### src/rtl/mts_pkg.sv
// shared types, constants and helpers of the melody tone sequencer
// used by the top, controller, datapath and checker files; depends on nothing
`timescale 1ns / 1ps

package mts_pkg;

    // default structure sizes
    localparam int NOTE_DEPTH_DEF = 64;
    localparam int FREQ_BITS_DEF  = 16;

    // field widths
    localparam int CMD_W      = 2;
    localparam int IDX_W      = 6;
    localparam int FREQ_W     = 16;
    localparam int TICKS_W    = 8;
    localparam int LEN_W      = 7;
    localparam int CLK_W      = 27;
    localparam int DUTY_W     = 8;
    localparam int TOP_W      = 8;
    localparam int SEL_W      = 3;
    localparam int IN_DATA_W  = 40;
    localparam int OUT_DATA_W = 24;
    localparam int CFG_IDX_W  = 1;

    // configuration register indexes
    localparam logic [CFG_IDX_W-1:0] CFG_CLOCK = 1'b0;
    localparam logic [CFG_IDX_W-1:0] CFG_DUTY  = 1'b1;

    localparam logic [CLK_W-1:0]  CLOCK_RESET = 27'd16000000;
    localparam logic [DUTY_W-1:0] DUTY_RESET  = 8'd2;

    // prescaler codes 1..7 stand for 1, 8, 32, 64, 128, 256, 1024
    localparam int NUM_PRE = 7;
    // log2 of twice each prescaler
    localparam int PRE_SHIFT [NUM_PRE] = '{1, 4, 6, 7, 8, 9, 11};
    localparam logic [SEL_W-1:0] SEL_RESET    = 3'd1;
    localparam logic [SEL_W-1:0] SEL_FALLBACK = 3'd7;
    localparam logic [TOP_W-1:0] TOP_MAX      = 8'd255;
    localparam logic [TICKS_W-1:0] ELAPSED_MAX = 8'd255;

    typedef enum logic [CMD_W-1:0] {
        CMD_TICK  = 2'd0,
        CMD_WRITE = 2'd1,
        CMD_START = 2'd2,
        CMD_STOP  = 2'd3
    } t_cmd;

    typedef enum logic [3:0] {
        ST_IDLE,
        ST_DEC,
        ST_CHK,
        ST_RD2,
        ST_NOTE,
        ST_DIV1,
        ST_SEL,
        ST_D2GO,
        ST_DIV2,
        ST_EMIT
    } t_state;

    // controller to datapath
    typedef struct packed {
        logic load;
        logic wr_note;
        logic start;
        logic stop;
        logic idle_tick;
        logic tick;
        logic rd_req;
        logic chk;
        logic rest;
        logic div_first;
        logic sel;
        logic div_second;
        logic fin;
        logic emit;
    } t_ctl;

    // datapath to controller
    typedef struct packed {
        t_cmd cmd;
        logic busy;
        logic tick_end;
        logic rest;
        logic div_done;
        logic out_free;
    } t_sts;

    // value modulo depth for values below 256, by conditional subtraction of
    // shifted multiples of depth
    function automatic logic [10:0] f_wrap(input logic [7:0] value, input int depth);
        logic [10:0] v;
        v = {3'b000, value};
        for (int j = 7; j >= 0; j--) begin
            if ((depth << j) <= 255 && v >= 11'(depth << j)) begin
                v = v - 11'(depth << j);
            end
        end
        return v;
    endfunction

endpackage

### src/rtl/melody_tone_sequencer.sv
// a tick that sounds a note runs two 27-step passes of the shared bit-serial divider
// (clock over frequency, then top over duty); a tick on a rest passes DEC, CHK, RD2
// and NOTE before EMIT, a tick that ends the sound DEC and CHK, any other item DEC only
// one item is in flight; the next is accepted in the cycle after the result is registered,
// even while that result waits for ready; the note ram has no reset, undefined till written
// reset: synchronous active low; not on item, candidate, output data or divider data registers
`timescale 1ns / 1ps

module melody_tone_sequencer #(
    parameter int NOTE_DEPTH = mts_pkg::NOTE_DEPTH_DEF,
    parameter int FREQ_BITS  = mts_pkg::FREQ_BITS_DEF
) (
    input  logic                               i_clk,
    input  logic                               i_rst_n,
    // input items
    input  logic                               i_s_axis_tvalid,
    output logic                               o_s_axis_tready,
    // entry_index, note_freq, note_ticks, sound_length, zero fill
    input  logic [mts_pkg::IN_DATA_W-1:0]      i_s_axis_tdata,
    // command
    input  logic [mts_pkg::CMD_W-1:0]          i_s_axis_tuser,
    // result items
    output logic                               o_m_axis_tvalid,
    input  logic                               i_m_axis_tready,
    // pwm_enable, top_value, clock_select, compare_value, playing, finished, zero fill
    output logic [mts_pkg::OUT_DATA_W-1:0]     o_m_axis_tdata,
    // configuration writes
    input  logic                               i_cfg_valid,
    output logic                               o_cfg_ready,
    input  logic [mts_pkg::CFG_IDX_W-1:0]      i_cfg_index,
    input  logic [mts_pkg::CLK_W-1:0]          i_cfg_data
);

    mts_pkg::t_ctl w_ctl;
    mts_pkg::t_sts w_sts;

    assign o_cfg_ready = 1'b1;

    mts_ctrl u_ctrl (
        .i_clk      (i_clk),
        .i_rst_n    (i_rst_n),
        .i_in_valid (i_s_axis_tvalid),
        .o_in_ready (o_s_axis_tready),
        .i_sts      (w_sts),
        .o_ctl      (w_ctl)
    );

    mts_dp #(
        .NOTE_DEPTH (NOTE_DEPTH),
        .FREQ_BITS  (FREQ_BITS)
    ) u_dp (
        .i_clk          (i_clk),
        .i_rst_n        (i_rst_n),
        .i_ctl          (w_ctl),
        .o_sts          (w_sts),
        .i_command      (mts_pkg::t_cmd'(i_s_axis_tuser)),
        .i_entry_index  (i_s_axis_tdata[5:0]),
        .i_note_freq    (i_s_axis_tdata[21:6]),
        .i_note_ticks   (i_s_axis_tdata[29:22]),
        .i_sound_length (i_s_axis_tdata[36:30]),
        .i_cfg_valid    (i_cfg_valid),
        .i_cfg_index    (i_cfg_index),
        .i_cfg_data     (i_cfg_data),
        .o_out_valid    (o_m_axis_tvalid),
        .i_out_ready    (i_m_axis_tready),
        .o_out_data     (o_m_axis_tdata)
    );

endmodule

### src/rtl/mts_ram.sv
// generic single-port-write, single-port-read ram with registered read data
// no dependencies
`timescale 1ns / 1ps

module mts_ram #(
    parameter int WIDTH = 8,
    parameter int DEPTH = 64,
    localparam int AW   = $clog2(DEPTH)
) (
    input  logic             i_clk,
    input  logic             i_we,
    input  logic [AW-1:0]    i_waddr,
    input  logic [WIDTH-1:0] i_wdata,
    input  logic             i_re,
    input  logic [AW-1:0]    i_raddr,
    output logic [WIDTH-1:0] o_rdata
);

    logic [WIDTH-1:0] r_mem [DEPTH];
    logic [WIDTH-1:0] r_rdata;

    always_ff @(posedge i_clk) begin
        if (i_we) begin
            r_mem[i_waddr] <= i_wdata;
        end
        if (i_re) begin
            r_rdata <= r_mem[i_raddr];
        end
    end

    assign o_rdata = r_rdata;

endmodule

### src/rtl/mts_div.sv
// serial restoring divider, one quotient bit per cycle
// no package dependencies
`timescale 1ns / 1ps

module mts_div #(
    parameter int DW = 27,
    parameter int VW = 16
) (
    input  logic          i_clk,
    input  logic          i_rst_n,
    input  logic          i_start,
    input  logic [DW-1:0] i_dividend,
    input  logic [VW-1:0] i_divisor,
    output logic          o_done,
    output logic [DW-1:0] o_quo
);

    localparam int CW = $clog2(DW + 1);

    logic          r_run;
    logic          r_done;
    logic [CW-1:0] r_cnt;
    logic [VW-1:0] r_rem;
    logic [DW-1:0] r_quo;
    logic [VW-1:0] r_dvs;

    logic [VW:0]   w_shift;
    logic [VW:0]   w_diff;
    logic          w_ge;

    always_comb begin
        w_shift = {r_rem, r_quo[DW-1]};
        w_diff  = w_shift - {1'b0, r_dvs};
        w_ge    = !w_diff[VW];
    end

    always_ff @(posedge i_clk) begin
        if (!i_rst_n) begin
            r_run  <= 1'b0;
            r_done <= 1'b0;
            r_cnt  <= '0;
        end else begin
            r_done <= 1'b0;
            if (i_start) begin
                r_run <= 1'b1;
                r_cnt <= CW'(DW);
            end else if (r_run) begin
                r_cnt <= r_cnt - CW'(1);
                if (r_cnt == CW'(1)) begin
                    r_run  <= 1'b0;
                    r_done <= 1'b1;
                end
            end
        end
    end

    always_ff @(posedge i_clk) begin
        if (i_start) begin
            r_rem <= '0;
            r_quo <= i_dividend;
            r_dvs <= i_divisor;
        end else if (r_run) begin
            r_rem <= w_ge ? w_diff[VW-1:0] : w_shift[VW-1:0];
            r_quo <= {r_quo[DW-2:0], w_ge};
        end
    end

    assign o_done = r_done;
    assign o_quo  = r_quo;

endmodule

### src/rtl/mts_ctrl.sv
// controller state machine of the melody tone sequencer
// depends on mts_pkg for the state, command and status types
`timescale 1ns / 1ps

module mts_ctrl (
    input  logic          i_clk,
    input  logic          i_rst_n,
    input  logic          i_in_valid,
    output logic          o_in_ready,
    input  mts_pkg::t_sts i_sts,
    output mts_pkg::t_ctl o_ctl
);

    mts_pkg::t_state r_state;
    mts_pkg::t_state n_state;

    always_ff @(posedge i_clk) begin
        if (!i_rst_n) begin
            r_state <= mts_pkg::ST_IDLE;
        end else begin
            r_state <= n_state;
        end
    end

    always_comb begin
        n_state    = r_state;
        o_ctl      = '0;
        o_in_ready = (r_state == mts_pkg::ST_IDLE);
        unique case (r_state)
            mts_pkg::ST_IDLE: begin
                if (i_in_valid) begin
                    o_ctl.load = 1'b1;
                    n_state    = mts_pkg::ST_DEC;
                end
            end
            mts_pkg::ST_DEC: begin
                unique case (i_sts.cmd)
                    mts_pkg::CMD_WRITE: begin
                        o_ctl.wr_note = 1'b1;
                        n_state       = mts_pkg::ST_EMIT;
                    end
                    mts_pkg::CMD_START: begin
                        o_ctl.start = 1'b1;
                        n_state     = mts_pkg::ST_EMIT;
                    end
                    mts_pkg::CMD_STOP: begin
                        o_ctl.stop = 1'b1;
                        n_state    = mts_pkg::ST_EMIT;
                    end
                    mts_pkg::CMD_TICK: begin
                        if (!i_sts.busy) begin
                            o_ctl.idle_tick = 1'b1;
                            n_state         = mts_pkg::ST_EMIT;
                        end else begin
                            // read the current note while elapsed updates
                            o_ctl.tick   = 1'b1;
                            o_ctl.rd_req = 1'b1;
                            n_state      = mts_pkg::ST_CHK;
                        end
                    end
                    default: n_state = mts_pkg::ST_EMIT;
                endcase
            end
            mts_pkg::ST_CHK: begin
                o_ctl.chk = 1'b1;
                n_state   = i_sts.tick_end ? mts_pkg::ST_EMIT : mts_pkg::ST_RD2;
            end
            mts_pkg::ST_RD2: begin
                // re-read at the possibly advanced position
                o_ctl.rd_req = 1'b1;
                n_state      = mts_pkg::ST_NOTE;
            end
            mts_pkg::ST_NOTE: begin
                if (i_sts.rest) begin
                    o_ctl.rest = 1'b1;
                    n_state    = mts_pkg::ST_EMIT;
                end else begin
                    o_ctl.div_first = 1'b1;
                    n_state         = mts_pkg::ST_DIV1;
                end
            end
            mts_pkg::ST_DIV1: begin
                if (i_sts.div_done) begin
                    n_state = mts_pkg::ST_SEL;
                end
            end
            mts_pkg::ST_SEL: begin
                o_ctl.sel = 1'b1;
                n_state   = mts_pkg::ST_D2GO;
            end
            mts_pkg::ST_D2GO: begin
                o_ctl.div_second = 1'b1;
                n_state          = mts_pkg::ST_DIV2;
            end
            mts_pkg::ST_DIV2: begin
                if (i_sts.div_done) begin
                    o_ctl.fin = 1'b1;
                    n_state   = mts_pkg::ST_EMIT;
                end
            end
            mts_pkg::ST_EMIT: begin
                if (i_sts.out_free) begin
                    o_ctl.emit = 1'b1;
                    n_state    = mts_pkg::ST_IDLE;
                end
            end
            default: n_state = mts_pkg::ST_IDLE;
        endcase
    end

endmodule

### src/rtl/mts_dp.sv
// datapath: sequencing registers, note ram, shared divider, tone choice,
// configuration registers and output register; uses mts_pkg, mts_ram, mts_div
`timescale 1ns / 1ps

module mts_dp #(
    parameter int NOTE_DEPTH = mts_pkg::NOTE_DEPTH_DEF,
    parameter int FREQ_BITS  = mts_pkg::FREQ_BITS_DEF
) (
    input  logic                               i_clk,
    input  logic                               i_rst_n,
    input  mts_pkg::t_ctl                      i_ctl,
    output mts_pkg::t_sts                      o_sts,
    // input item fields
    input  mts_pkg::t_cmd                      i_command,
    input  logic [mts_pkg::IDX_W-1:0]          i_entry_index,
    input  logic [mts_pkg::FREQ_W-1:0]         i_note_freq,
    input  logic [mts_pkg::TICKS_W-1:0]        i_note_ticks,
    input  logic [mts_pkg::LEN_W-1:0]          i_sound_length,
    // configuration writes
    input  logic                               i_cfg_valid,
    input  logic [mts_pkg::CFG_IDX_W-1:0]      i_cfg_index,
    input  logic [mts_pkg::CLK_W-1:0]          i_cfg_data,
    // result register
    output logic                               o_out_valid,
    input  logic                               i_out_ready,
    output logic [mts_pkg::OUT_DATA_W-1:0]     o_out_data
);

    localparam int AW  = $clog2(NOTE_DEPTH);
    localparam int RW  = FREQ_BITS + mts_pkg::TICKS_W;
    localparam int CKW = mts_pkg::CLK_W;

    // latched item
    mts_pkg::t_cmd                 r_cmd;
    logic [mts_pkg::IDX_W-1:0]     r_idx;
    logic [FREQ_BITS-1:0]          r_freq;
    logic [mts_pkg::TICKS_W-1:0]   r_ticks;
    logic [mts_pkg::LEN_W-1:0]     r_len_in;

    // sequencing state
    logic [mts_pkg::IDX_W-1:0]     r_start_idx;
    logic [mts_pkg::LEN_W-1:0]     r_len;
    logic [mts_pkg::LEN_W-1:0]     r_pos;
    logic [mts_pkg::TICKS_W-1:0]   r_elapsed;
    logic                          r_busy;
    logic                          r_pending;
    logic                          r_fin;

    // tone state
    logic                          r_en;
    logic [mts_pkg::TOP_W-1:0]     r_top;
    logic [mts_pkg::SEL_W-1:0]     r_sel;
    logic [mts_pkg::TOP_W-1:0]     r_cmp;
    logic [mts_pkg::TOP_W-1:0]     r_cand_top;
    logic [mts_pkg::SEL_W-1:0]     r_cand_sel;

    // configuration
    logic [CKW-1:0]                r_clk_hz;
    logic [mts_pkg::DUTY_W-1:0]    r_duty;

    logic                          r_out_valid;
    logic [mts_pkg::OUT_DATA_W-1:0] r_out_data;

    logic [10:0]                   w_waddr_full;
    logic [10:0]                   w_raddr_full;
    logic [RW-1:0]                 w_rdata;
    logic [mts_pkg::TICKS_W-1:0]   w_dur;
    logic [FREQ_BITS-1:0]          w_note_freq;
    logic [mts_pkg::LEN_W-1:0]     w_pos_inc;
    logic                          w_reached;
    logic [mts_pkg::DUTY_W-1:0]    w_duty;
    logic                          w_div_start;
    logic [CKW-1:0]                w_div_dividend;
    logic [FREQ_BITS-1:0]          w_div_divisor;
    logic                          w_div_done;
    logic [CKW-1:0]                w_div_quo;
    logic [CKW-1:0]                w_q;
    logic [mts_pkg::TOP_W-1:0]     w_best_top;
    logic [mts_pkg::SEL_W-1:0]     w_best_sel;

    // note addressing wraps modulo the ram depth
    always_comb begin
        w_waddr_full = mts_pkg::f_wrap({2'b00, r_idx}, NOTE_DEPTH);
        w_raddr_full = mts_pkg::f_wrap({2'b00, r_start_idx} + {1'b0, r_pos}, NOTE_DEPTH);
    end

    mts_ram #(
        .WIDTH (RW),
        .DEPTH (NOTE_DEPTH)
    ) u_ram (
        .i_clk   (i_clk),
        .i_we    (i_ctl.wr_note),
        .i_waddr (w_waddr_full[AW-1:0]),
        .i_wdata ({r_freq, r_ticks}),
        .i_re    (i_ctl.rd_req),
        .i_raddr (w_raddr_full[AW-1:0]),
        .o_rdata (w_rdata)
    );

    always_comb begin
        w_dur       = w_rdata[mts_pkg::TICKS_W-1:0];
        w_note_freq = w_rdata[RW-1:mts_pkg::TICKS_W];
        w_pos_inc   = r_pos + mts_pkg::LEN_W'(1);
        w_reached   = (r_elapsed >= w_dur);
        w_duty      = (r_duty == '0) ? mts_pkg::DUTY_W'(1) : r_duty;
    end

    // first pass: clk / f, second pass: top / duty
    always_comb begin
        w_div_start    = i_ctl.div_first | i_ctl.div_second;
        w_div_dividend = i_ctl.div_second ? CKW'(r_cand_top) : r_clk_hz;
        w_div_divisor  = i_ctl.div_second ? FREQ_BITS'(w_duty) : w_note_freq;
    end

    mts_div #(
        .DW (CKW),
        .VW (FREQ_BITS)
    ) u_div (
        .i_clk      (i_clk),
        .i_rst_n    (i_rst_n),
        .i_start    (w_div_start),
        .i_dividend (w_div_dividend),
        .i_divisor  (w_div_divisor),
        .o_done     (w_div_done),
        .o_quo      (w_div_quo)
    );

    // clk / (2 p f) equals (clk / f) shifted by log2(2p); quotients fall with
    // p, so the first prescaler whose top lands in 1..255 holds the largest top
    always_comb begin
        w_best_top = mts_pkg::TOP_MAX;
        w_best_sel = mts_pkg::SEL_FALLBACK;
        w_q        = '0;
        for (int i = mts_pkg::NUM_PRE - 1; i >= 0; i--) begin
            w_q = w_div_quo >> mts_pkg::PRE_SHIFT[i];
            if (w_q >= CKW'(2) && w_q <= CKW'(256)) begin
                w_best_top = mts_pkg::TOP_W'(w_q - CKW'(1));
                w_best_sel = mts_pkg::SEL_W'(i + 1);
            end
        end
    end

    always_ff @(posedge i_clk) begin
        if (!i_rst_n) begin
            r_start_idx <= '0;
            r_len       <= '0;
            r_pos       <= '0;
            r_elapsed   <= '0;
            r_busy      <= 1'b0;
            r_pending   <= 1'b0;
            r_fin       <= 1'b0;
            r_en        <= 1'b0;
            r_top       <= '0;
            r_sel       <= mts_pkg::SEL_RESET;
            r_cmp       <= '0;
            r_clk_hz    <= mts_pkg::CLOCK_RESET;
            r_duty      <= mts_pkg::DUTY_RESET;
            r_out_valid <= 1'b0;
        end else begin
            if (i_cfg_valid) begin
                unique case (i_cfg_index)
                    mts_pkg::CFG_CLOCK: r_clk_hz <= i_cfg_data;
                    mts_pkg::CFG_DUTY:  r_duty   <= i_cfg_data[mts_pkg::DUTY_W-1:0];
                    default: ;
                endcase
            end

            if (i_ctl.emit) begin
                r_out_valid <= 1'b1;
            end else if (r_out_valid && i_out_ready) begin
                r_out_valid <= 1'b0;
            end

            if (i_ctl.load) begin
                r_fin <= 1'b0;
            end

            if (i_ctl.start && !r_busy) begin
                r_start_idx <= r_idx;
                r_len       <= r_len_in;
                r_pos       <= '0;
                r_elapsed   <= '0;
                r_busy      <= 1'b1;
                r_pending   <= 1'b1;
            end

            if (i_ctl.stop) begin
                r_busy    <= 1'b0;
                r_pending <= 1'b0;
                r_en      <= 1'b0;
            end

            if (i_ctl.idle_tick) begin
                r_en <= 1'b0;
            end

            if (i_ctl.tick) begin
                if (r_pending) begin
                    r_elapsed <= '0;
                    r_pending <= 1'b0;
                end else if (r_elapsed != mts_pkg::ELAPSED_MAX) begin
                    r_elapsed <= r_elapsed + mts_pkg::TICKS_W'(1);
                end
            end

            if (i_ctl.chk && w_reached) begin
                r_pos <= w_pos_inc;
                if (w_pos_inc >= r_len) begin
                    r_busy <= 1'b0;
                    r_en   <= 1'b0;
                    r_fin  <= 1'b1;
                end else begin
                    r_elapsed <= '0;
                end
            end

            if (i_ctl.rest) begin
                r_en <= 1'b0;
            end

            if (i_ctl.fin) begin
                r_en  <= 1'b1;
                r_top <= r_cand_top;
                r_sel <= r_cand_sel;
                r_cmp <= w_div_quo[mts_pkg::TOP_W-1:0];
            end
        end
    end

    // payload registers
    always_ff @(posedge i_clk) begin
        if (i_ctl.load) begin
            r_cmd    <= i_command;
            r_idx    <= i_entry_index;
            r_freq   <= FREQ_BITS'(i_note_freq);
            r_ticks  <= i_note_ticks;
            r_len_in <= i_sound_length;
        end
        if (i_ctl.sel) begin
            r_cand_top <= w_best_top;
            r_cand_sel <= w_best_sel;
        end
        if (i_ctl.emit) begin
            r_out_data <= {2'b00, r_fin, r_busy, r_cmp, r_sel, r_top, r_en};
        end
    end

    always_comb begin
        o_sts.cmd      = r_cmd;
        o_sts.busy     = r_busy;
        o_sts.tick_end = w_reached && (w_pos_inc >= r_len);
        o_sts.rest     = (w_note_freq == '0);
        o_sts.div_done = w_div_done;
        o_sts.out_free = !r_out_valid || i_out_ready;
    end

    assign o_out_valid = r_out_valid;
    assign o_out_data  = r_out_data;

endmodule

### config.mk
export PLATFORM = sky130hd
export DESIGN_NAME = melody_tone_sequencer
export DESIGN_NICKNAME = d
export VERILOG_FILES = /design/src/rtl/mts_pkg.sv /design/src/rtl/melody_tone_sequencer.sv /design/src/rtl/mts_ram.sv /design/src/rtl/mts_div.sv /design/src/rtl/mts_ctrl.sv /design/src/rtl/mts_dp.sv
export SDC_FILE = /design/constraint.sdc
export NUM_CORES = 2
export LEC_CHECK = 0
export BUFFER_PORTS_ARGS = -buffer_cell sky130_fd_sc_hd__buf_4
export CAP_MARGIN = 0
export CORE_MARGIN = 4
export CORE_UTILIZATION = 54
export CTS_CLUSTER_SIZE = 40
export DETAILED_ROUTE_END_ITERATION = 7
export GPL_ROUTABILITY_DRIVEN = 0
export PLACE_DENSITY = 0.71
export SYNTH_ARGS = -nofsm -noshare
export SYNTH_HDL_FRONTEND = slang
export SYNTH_SLANG_ARGS = --single-unit
### constraint.sdc
create_clock -name i_clk -period 6.7 [get_ports i_clk]
set_clock_uncertainty 0.15 [all_clocks]
set_input_delay 0 -clock i_clk [delete_from_list [all_inputs] [get_ports i_clk]]
set_output_delay 0 -clock i_clk [all_outputs]
set_load 0.02 [all_outputs]
# After elaboration in Yosys (flattened, before gate mapping)
# Memory sizes are Yosys's and may differ from the RTL's. A register that Yosys moved wholly into a read port is not among the register bits.
# Index checks and enable logic that the tools add are counted.
word_totals:
  reg_bits: 229
  latch_bits: 0
  mem_bits_rw: 1536
  mem_bits_ro: 0
  input_bits: 75
  out_inout_bits: 27
  mem_count: 1
mem_list:
  columns: ["name", "depth", "width", "read_ports", "rd_ports_with_merged_regs", "wr", "line", "text"]
  rows:
  - ["u_dp.u_ram.r_mem", 64, 24, 1, 1, 1, "mts_ram.sv:19", "logic [WIDTH-1:0] r_mem [DEPTH];"]
op_classes:
  n_addsub: 14
  multipliers: 0
  n_div: 0
  n_lt_le_gt_ge: 18
  eq_ne: 18
  shift: 0
  mux: 84
  n_bitwise: 4
  reduce_logical: 29
ops:
  columns: ["operator", "n"]
  rows:
  - ["two-way mux 8 bit", 15]
  - ["two-way mux 27 bit", 3]
  - ["subtractor 8 x 1 -> 8 bit, second input constant", 7]
  - ["two-way mux 1 bit", 41]
  - ["one-hot mux 4 bit (10 select lines)", 1]
  - ["two-way mux 4 bit", 7]
  - [">= comparator 26 x 2 -> 1 bit, second input constant", 1]
  - ["less-or-equal comparator 26 x 9 -> 1 bit, second input constant", 1]
  - [">= comparator 23 x 2 -> 1 bit, second input constant", 1]
  - ["less-or-equal comparator 23 x 9 -> 1 bit, second input constant", 1]
  - [">= comparator 21 x 2 -> 1 bit, second input constant", 1]
  - ["less-or-equal comparator 21 x 9 -> 1 bit, second input constant", 1]
  - [">= comparator 20 x 2 -> 1 bit, second input constant", 1]
  - ["less-or-equal comparator 20 x 9 -> 1 bit, second input constant", 1]
  - [">= comparator 19 x 2 -> 1 bit, second input constant", 1]
  - ["less-or-equal comparator 19 x 9 -> 1 bit, second input constant", 1]
  - [">= comparator 18 x 2 -> 1 bit, second input constant", 1]
  - ["less-or-equal comparator 18 x 9 -> 1 bit, second input constant", 1]
  - ["subtractor 17 x 16 -> 17 bit", 1]
  - ["equality test 4 x 3 -> 1 bit, second input constant", 4]
  - [">= comparator 16 x 2 -> 1 bit, second input constant", 1]
  - ["less-or-equal comparator 16 x 9 -> 1 bit, second input constant", 1]
  - ["logical NOT 16 bit", 1]
  - ["two-way mux 16 bit", 1]
  - ["40 further kinds", 72]

# Longest topological paths before layout
logic_depth:
  word_depth: 10
  mapped_depth: 13
  mapped_depth_nobuf: 11

# By module
# A second synthesis with hierarchy kept.
unflattened:
  hier_cells: 3900
  hier_area_um2: 72115.4
by_module_without_submodules:
  columns: ["module", "instances", "cells_each", "area_per_inst_um2", "seq_area_each_um2"]
  rows:
  - ["mts_ram", 1, 2610, 59535.8, 46844.9]
  - ["mts_dp", 1, 906, 8608.3, 3903.7]
  - ["mts_div", 1, 319, 3525.9, 1751.7]
  - ["mts_ctrl", 1, 63, 434.2, 80.1]
  - ["melody_tone_sequencer", 1, 2, 11.3, 0.0]

# Worst setup path after synthesis
# OpenSTA, ideal clock, no wires.
synth_timing:
  kind: "reg-to-reg"
  start: "register u_dp.r_pos[0] in the netlist's numbering"
  end: "register u_dp.u_ram.r_rdata[3], in the netlist u_dp.u_ram.o_rdata[3], read port of u_dp.u_ram.r_mem, data pin"
  setup_ps: 270
  arrival_ps: 3003
  slack_ps: 3277
  stages_incl_launch_ff: 11
  path_buffers: 4
  synth_period_minus_slack_ps: 3423
  path_cell_list: "dfxtp_1 > ha_1 > fa_1 > buf_2 > buf_2 > clkbuf_1 > clkbuf_1 > mux4_2 > mux4_2 > mux2i_1 > a21oi_1"
synth_via:
  elab_chain_cells: 5
  elab_cells_between_ends: 7
synth_lines:
  columns: ["element", "line", "text"]
  rows:
  - ["start, declared", "mts_dp.sv:43", "logic [mts_pkg::LEN_W-1:0] r_pos;"]
  - ["start signal, assigned", "mts_dp.sv:207", "r_pos <= w_pos_inc;"]
  - ["adder 6 x 7 -> 8 bit (*)", "mts_dp.sv:84", "w_raddr_full = mts_pkg::f_wrap({2'b00, r_start_idx} + {1'b0, r_pos}, NOTE_DEPTH);"]
  - ["subtractor 8 x 8 -> 9 bit / >= comparator 8 bit (equally long branches)", "mts_pkg.sv:96, mts_pkg.sv:95", null]
  - ["two-way mux 11 bit (*)", "mts_pkg.sv:95", "if ((depth << j) <= 255 && v >= 11'(depth << j)) begin"]
  - [">= comparator 11 x 7 -> 1 bit / subtractor 6 x 1 -> 6 bit (equally long branches)", "mts_pkg.sv:95, mts_pkg.sv:96", null]
  - ["two-way mux 6 bit (*)", "mts_pkg.sv:95", null]
  - ["end, declared", "mts_ram.sv:20", "logic [WIDTH-1:0] r_rdata;"]
# Mark *: on every way between the ends. The rest lies on a longest branch, timed or not.
# A chain may end at the register's enable or synchronous reset.

# Worst setup path in the final report
layout_timing:
  start: "register u_ctrl.r_state[0]"
  end: "memory u_dp.u_ram.r_mem[63][18] in the netlist's numbering, enable pin"
layout_via:
  elab_chain_cells: 4
layout_lines:
  columns: ["element", "line", "text"]
  rows:
  - ["start, declared", "mts_ctrl.sv:14", "mts_pkg::t_state r_state;"]
  - ["start signal, assigned", "mts_ctrl.sv:19", "r_state <= mts_pkg::ST_IDLE;"]
  - ["start signal, assigned", "mts_ctrl.sv:21", "r_state <= n_state;"]
  - ["equality test 4 x 1 -> 1 bit", "mts_ctrl.sv:29", "unique case (r_state)"]
  - ["two-way mux 5 bit", "mts_ctrl.sv:29", null]
  - ["two-way mux 1 bit", "mts_ram.sv:23", "if (i_we) begin"]
  - ["two-way mux 1 bit (not written as such)", "mts_ram.sv:24", "r_mem[i_waddr] <= i_wdata;"]
  - ["end, declared", "mts_ram.sv:19", null]
# Every way passes these cells.

==> impl_metrics.py <==
metrics = {
    "power_and_ir_drop": {
        "leakage_nw": 25.3,
        "pwr-share-seq_pct": 51.7,
        "switchingPower_w": 0.00578,
        "ir_worst_vdd_uv": 247,
        "power_density_nw_per_um2": 305,
        "clkPwrFrac_pct": 38.4,
        "pwr-share-comb_pct": 9.9,
        "p_sw_share_pct": 23.2,
        "p_int_w": 0.0191,
    },
    "synthesis": {
        "async_flop_share_pct": 0,
        "avgSynthCellArea_um2": 19.6,
        "synthTopCellsByArea": "edfxtp_1 71%, mux4_2 15%, dfxtp_1 3.2%",
        "netlist_top_cells_count": "1675 x edfxtp_1, 480 x mux4_2, 258 x nand2_1",
        "yosys_most_used_dff": "edfxtp_1",
        "ys_seq_area_share_pct": 74.0,
        "yosys_warnings": 0,
        "synth_edf_count": 1675,
        "synth.most_common_cell": "edfxtp_1",
        "synth-seq-cells": 1789,
        "synth.largest_area_cell": "edfxtp_1",
        "synth_area_um2": 71000,
        "yosysTopAreaCellShare_pct": 70.8,
        "synthDistinctLibCells": 82,
        "synth_cells": 3633,
    },
    "floorplanning": {
        "die_area_um2": 137000,
        "io_pins": 102,
        "fp-row-count": 132,
        "die_y_um": 371,
        "initial_core_util_pct": 54.6,
        "die_w_um": 371,
        "core_area_um2": 130000,
    },
    "global_route": {
        "grt_usage_pct": 24.9,
        "grt_pass1_wl_um": 248000,
        "grt_pass1_vias": 37100,
        "grt_max_degree": 97,
        "antenna_found_initial": 3,
        "grt_overflow": 0,
    },
    "worst_setup_path": {
        "critPathMaxFanout": 19,
        "cp_data_arrival_time_ps": 5300,
        "reg2reg_depth": 7,
        "worstPathRequired_ps": 6980,
        "path_class": "flip-flop to flip-flop",
        "critPathLaunchType": "flip-flop",
        "r2r_slack_ps": 1680,
        "end_kind": "flip-flop",
    },
    "detailed_routing": {
        "viasPerCell": 6.21,
        "wl_per_cell_um": 28.6,
        "ant_nets": 0,
        "drc": 0,
        "vias": 36500,
        "drt-total-wl_um": 168000,
        "initialDrtViolationCount": 4610,
        "drt_pass1_iterations": 6,
    },
    "clocking": {
        "ctsHoldBuffers": 176,
        "clk_latency_ps": 800,
        "cts_root_buf": "clkbuf_16",
        "clk_pin_slew_worst_paths_ps": 60,
        "cts.repair.resized": 0,
        "numCtsBuffers": 177,
        "clockBufferDepth": 3,
        "cts_setup_buffers": 0,
        "cts_sinks": 1789,
        "htree_levels": 4,
        "tritoncts": "built",
    },
    "place": {
        "dp.cells": 5368,
        "hpwl_um": 88800,
        "numPortBuffers": 95,
        "placed_cell_area_um2": 74300,
    },
    "timing": {
        "fmax_mhz": 199,
        "min_period_over_period_pct": 75.0,
        "hold_violations": 0,
        "setup_tns_ps": 0,
        "max_slew_margin_pct": 13.2,
        "rsz0062_at_grt": "no",
        "worst_slew_pin_slew_ps": 1290,
        "setup_viol": 0,
        "slew_violations": 0,
        "period_minus_slack_ps": 5020,
    },
    "min_path": {
        "min_path_type": "input pin to flip-flop",
        "hold_depth": 5,
    },
    "final_layout": {
        "fin_cells": 5870,
        "num-fill-cells": 8760,
        "drive_gt1_share_pct": 24.4,
        "multiInputGateArea_um2": 17700,
        "area_growth_pct": 14.9,
        "final_nets": 4112,
        "register_area_um2": 52600,
        "finalInstanceArea_um2": 81600,
    },
    "job": {
        "maxCapViolCount": 0,
    },
    "status": {
        "outcome": "complete, no violations",
    },
}
==> path summary, 6_finish.rpt <==
kind / from / to
worst max-delay path: u_ctrl.r_state[0]$_SDFFE_PN0P_ / u_dp.u_ram.r_mem[63][18]$_DFFE_PP_
worst min-delay path: i_cfg_index / u_dp.r_clk_hz[6]$_SDFFE_PN0P_
worst max register to register: u_ctrl.r_state[0]$_SDFFE_PN0P_ / u_dp.u_ram.r_mem[63][18]$_DFFE_PP_
worst min register to register: u_dp.r_cmp[4]$_SDFFE_PN0P_ / u_dp.o_out_data[16]$_DFFE_PP_
==> worst max-delay path: stages, from the launching register on <==
cell and delay [ps]:
dfxtp_1 680, nand2b_1 240, nor3_1 530, nand2_1 170, nor3b_1 920, nand3_1 790
nor2_2 750, buf_4 440
==> state kept, by name, indices dropped and copies added, names as in the netlist, 16 cells and up <==
name and count:
u_dp.u_div.r_dvs 16, u_dp.u_ram.o_rdata 24, u_dp.o_out_data 22, u_dp.u_div.o_quo 27, u_dp.r_freq 16, u_dp.u_div.r_rem 16, u_dp.u_ram.r_mem 1536, u_dp.r_clk_hz 27
==> metal layers <==
metal  share of wire [%]  GRT usage (%)
met1                  39           34.0
met4                 2.5           6.60
met3                 8.6           5.39
met2                  50           41.2
met5                   0              0
==> final cells by class <==
class,count,share of cell area (%)
flip-flops and latches,1789,64.4
well taps,1742,2.67
clock buffers,224,5.72
multi-input cells,1588,21.7
clock inverters,100,1.08
diodes,2,0.00613
inverters,59,0.271
repair buffers,366,4.12
==> cells in the final DEF, fill, tap and decap left out, drive strengths merged, types with 50 or more instances in the layout <==
master,count
buf,190
nand2,258
dlygate4sd3,176
edfxtp,1675
a21oi,170
o21ai,50
clkbuf,224
ha,54
mux4,480
nor2,143
clkinv,71
dfxtp,114
inv,68
==> power by group through the flow <==
| stage | clock network (W) | registers, W | logic, W |
|---|---|---|---|
| 2_1_floorplan | 0 | 0.0133 | 0.00127 |
| 3_5_place_dp | 0 | 0.0131 | 0.00238 |
| 4_1_cts | 0.00967 | 0.0128 | 0.00247 |
| 6_report | 0.00956 | 0.0129 | 0.00247 |
| 5_1_grt | 0.0102 | 0.0129 | 0.00263 |
| 3_3_place_gp | 0 | 0.0131 | 0.00233 |
==> logic make-up after synthesis <==
kind of cell / count (synthesis) / synth area share (%)
flops: 1789 / 74.0
fa+ha+maj: 56 / 1.01
buf+inv: 257 / 1.54
mux: 521 / 15.8
compound gates: 339 / 2.92
xor+xnor: 64 / 0.816
other cells: 2 / 0.0106
simple gates: 605 / 3.89
==> through the flow <==
| step | util (%) | total power (W) | worst slack, ps | hold WS (ps) |
|---|---|---|---|---|
| after floorplan | - | 0.0145 | 3280 | -51.1 |
| after global placement | 57.1 | 0.0154 | 1900 | 28.3 |
| after detailed placement | 57.1 | 0.0155 | 1880 | 29.3 |
| after CTS | 62.7 | 0.0250 | 1840 | 54.0 |
| after global routing | 62.7 | 0.0257 | 1360 | 129 |
| final | 62.7 | 0.0249 | 1680 | 94.9 |
No activity file was read; power rests on OpenSTA's default activity.
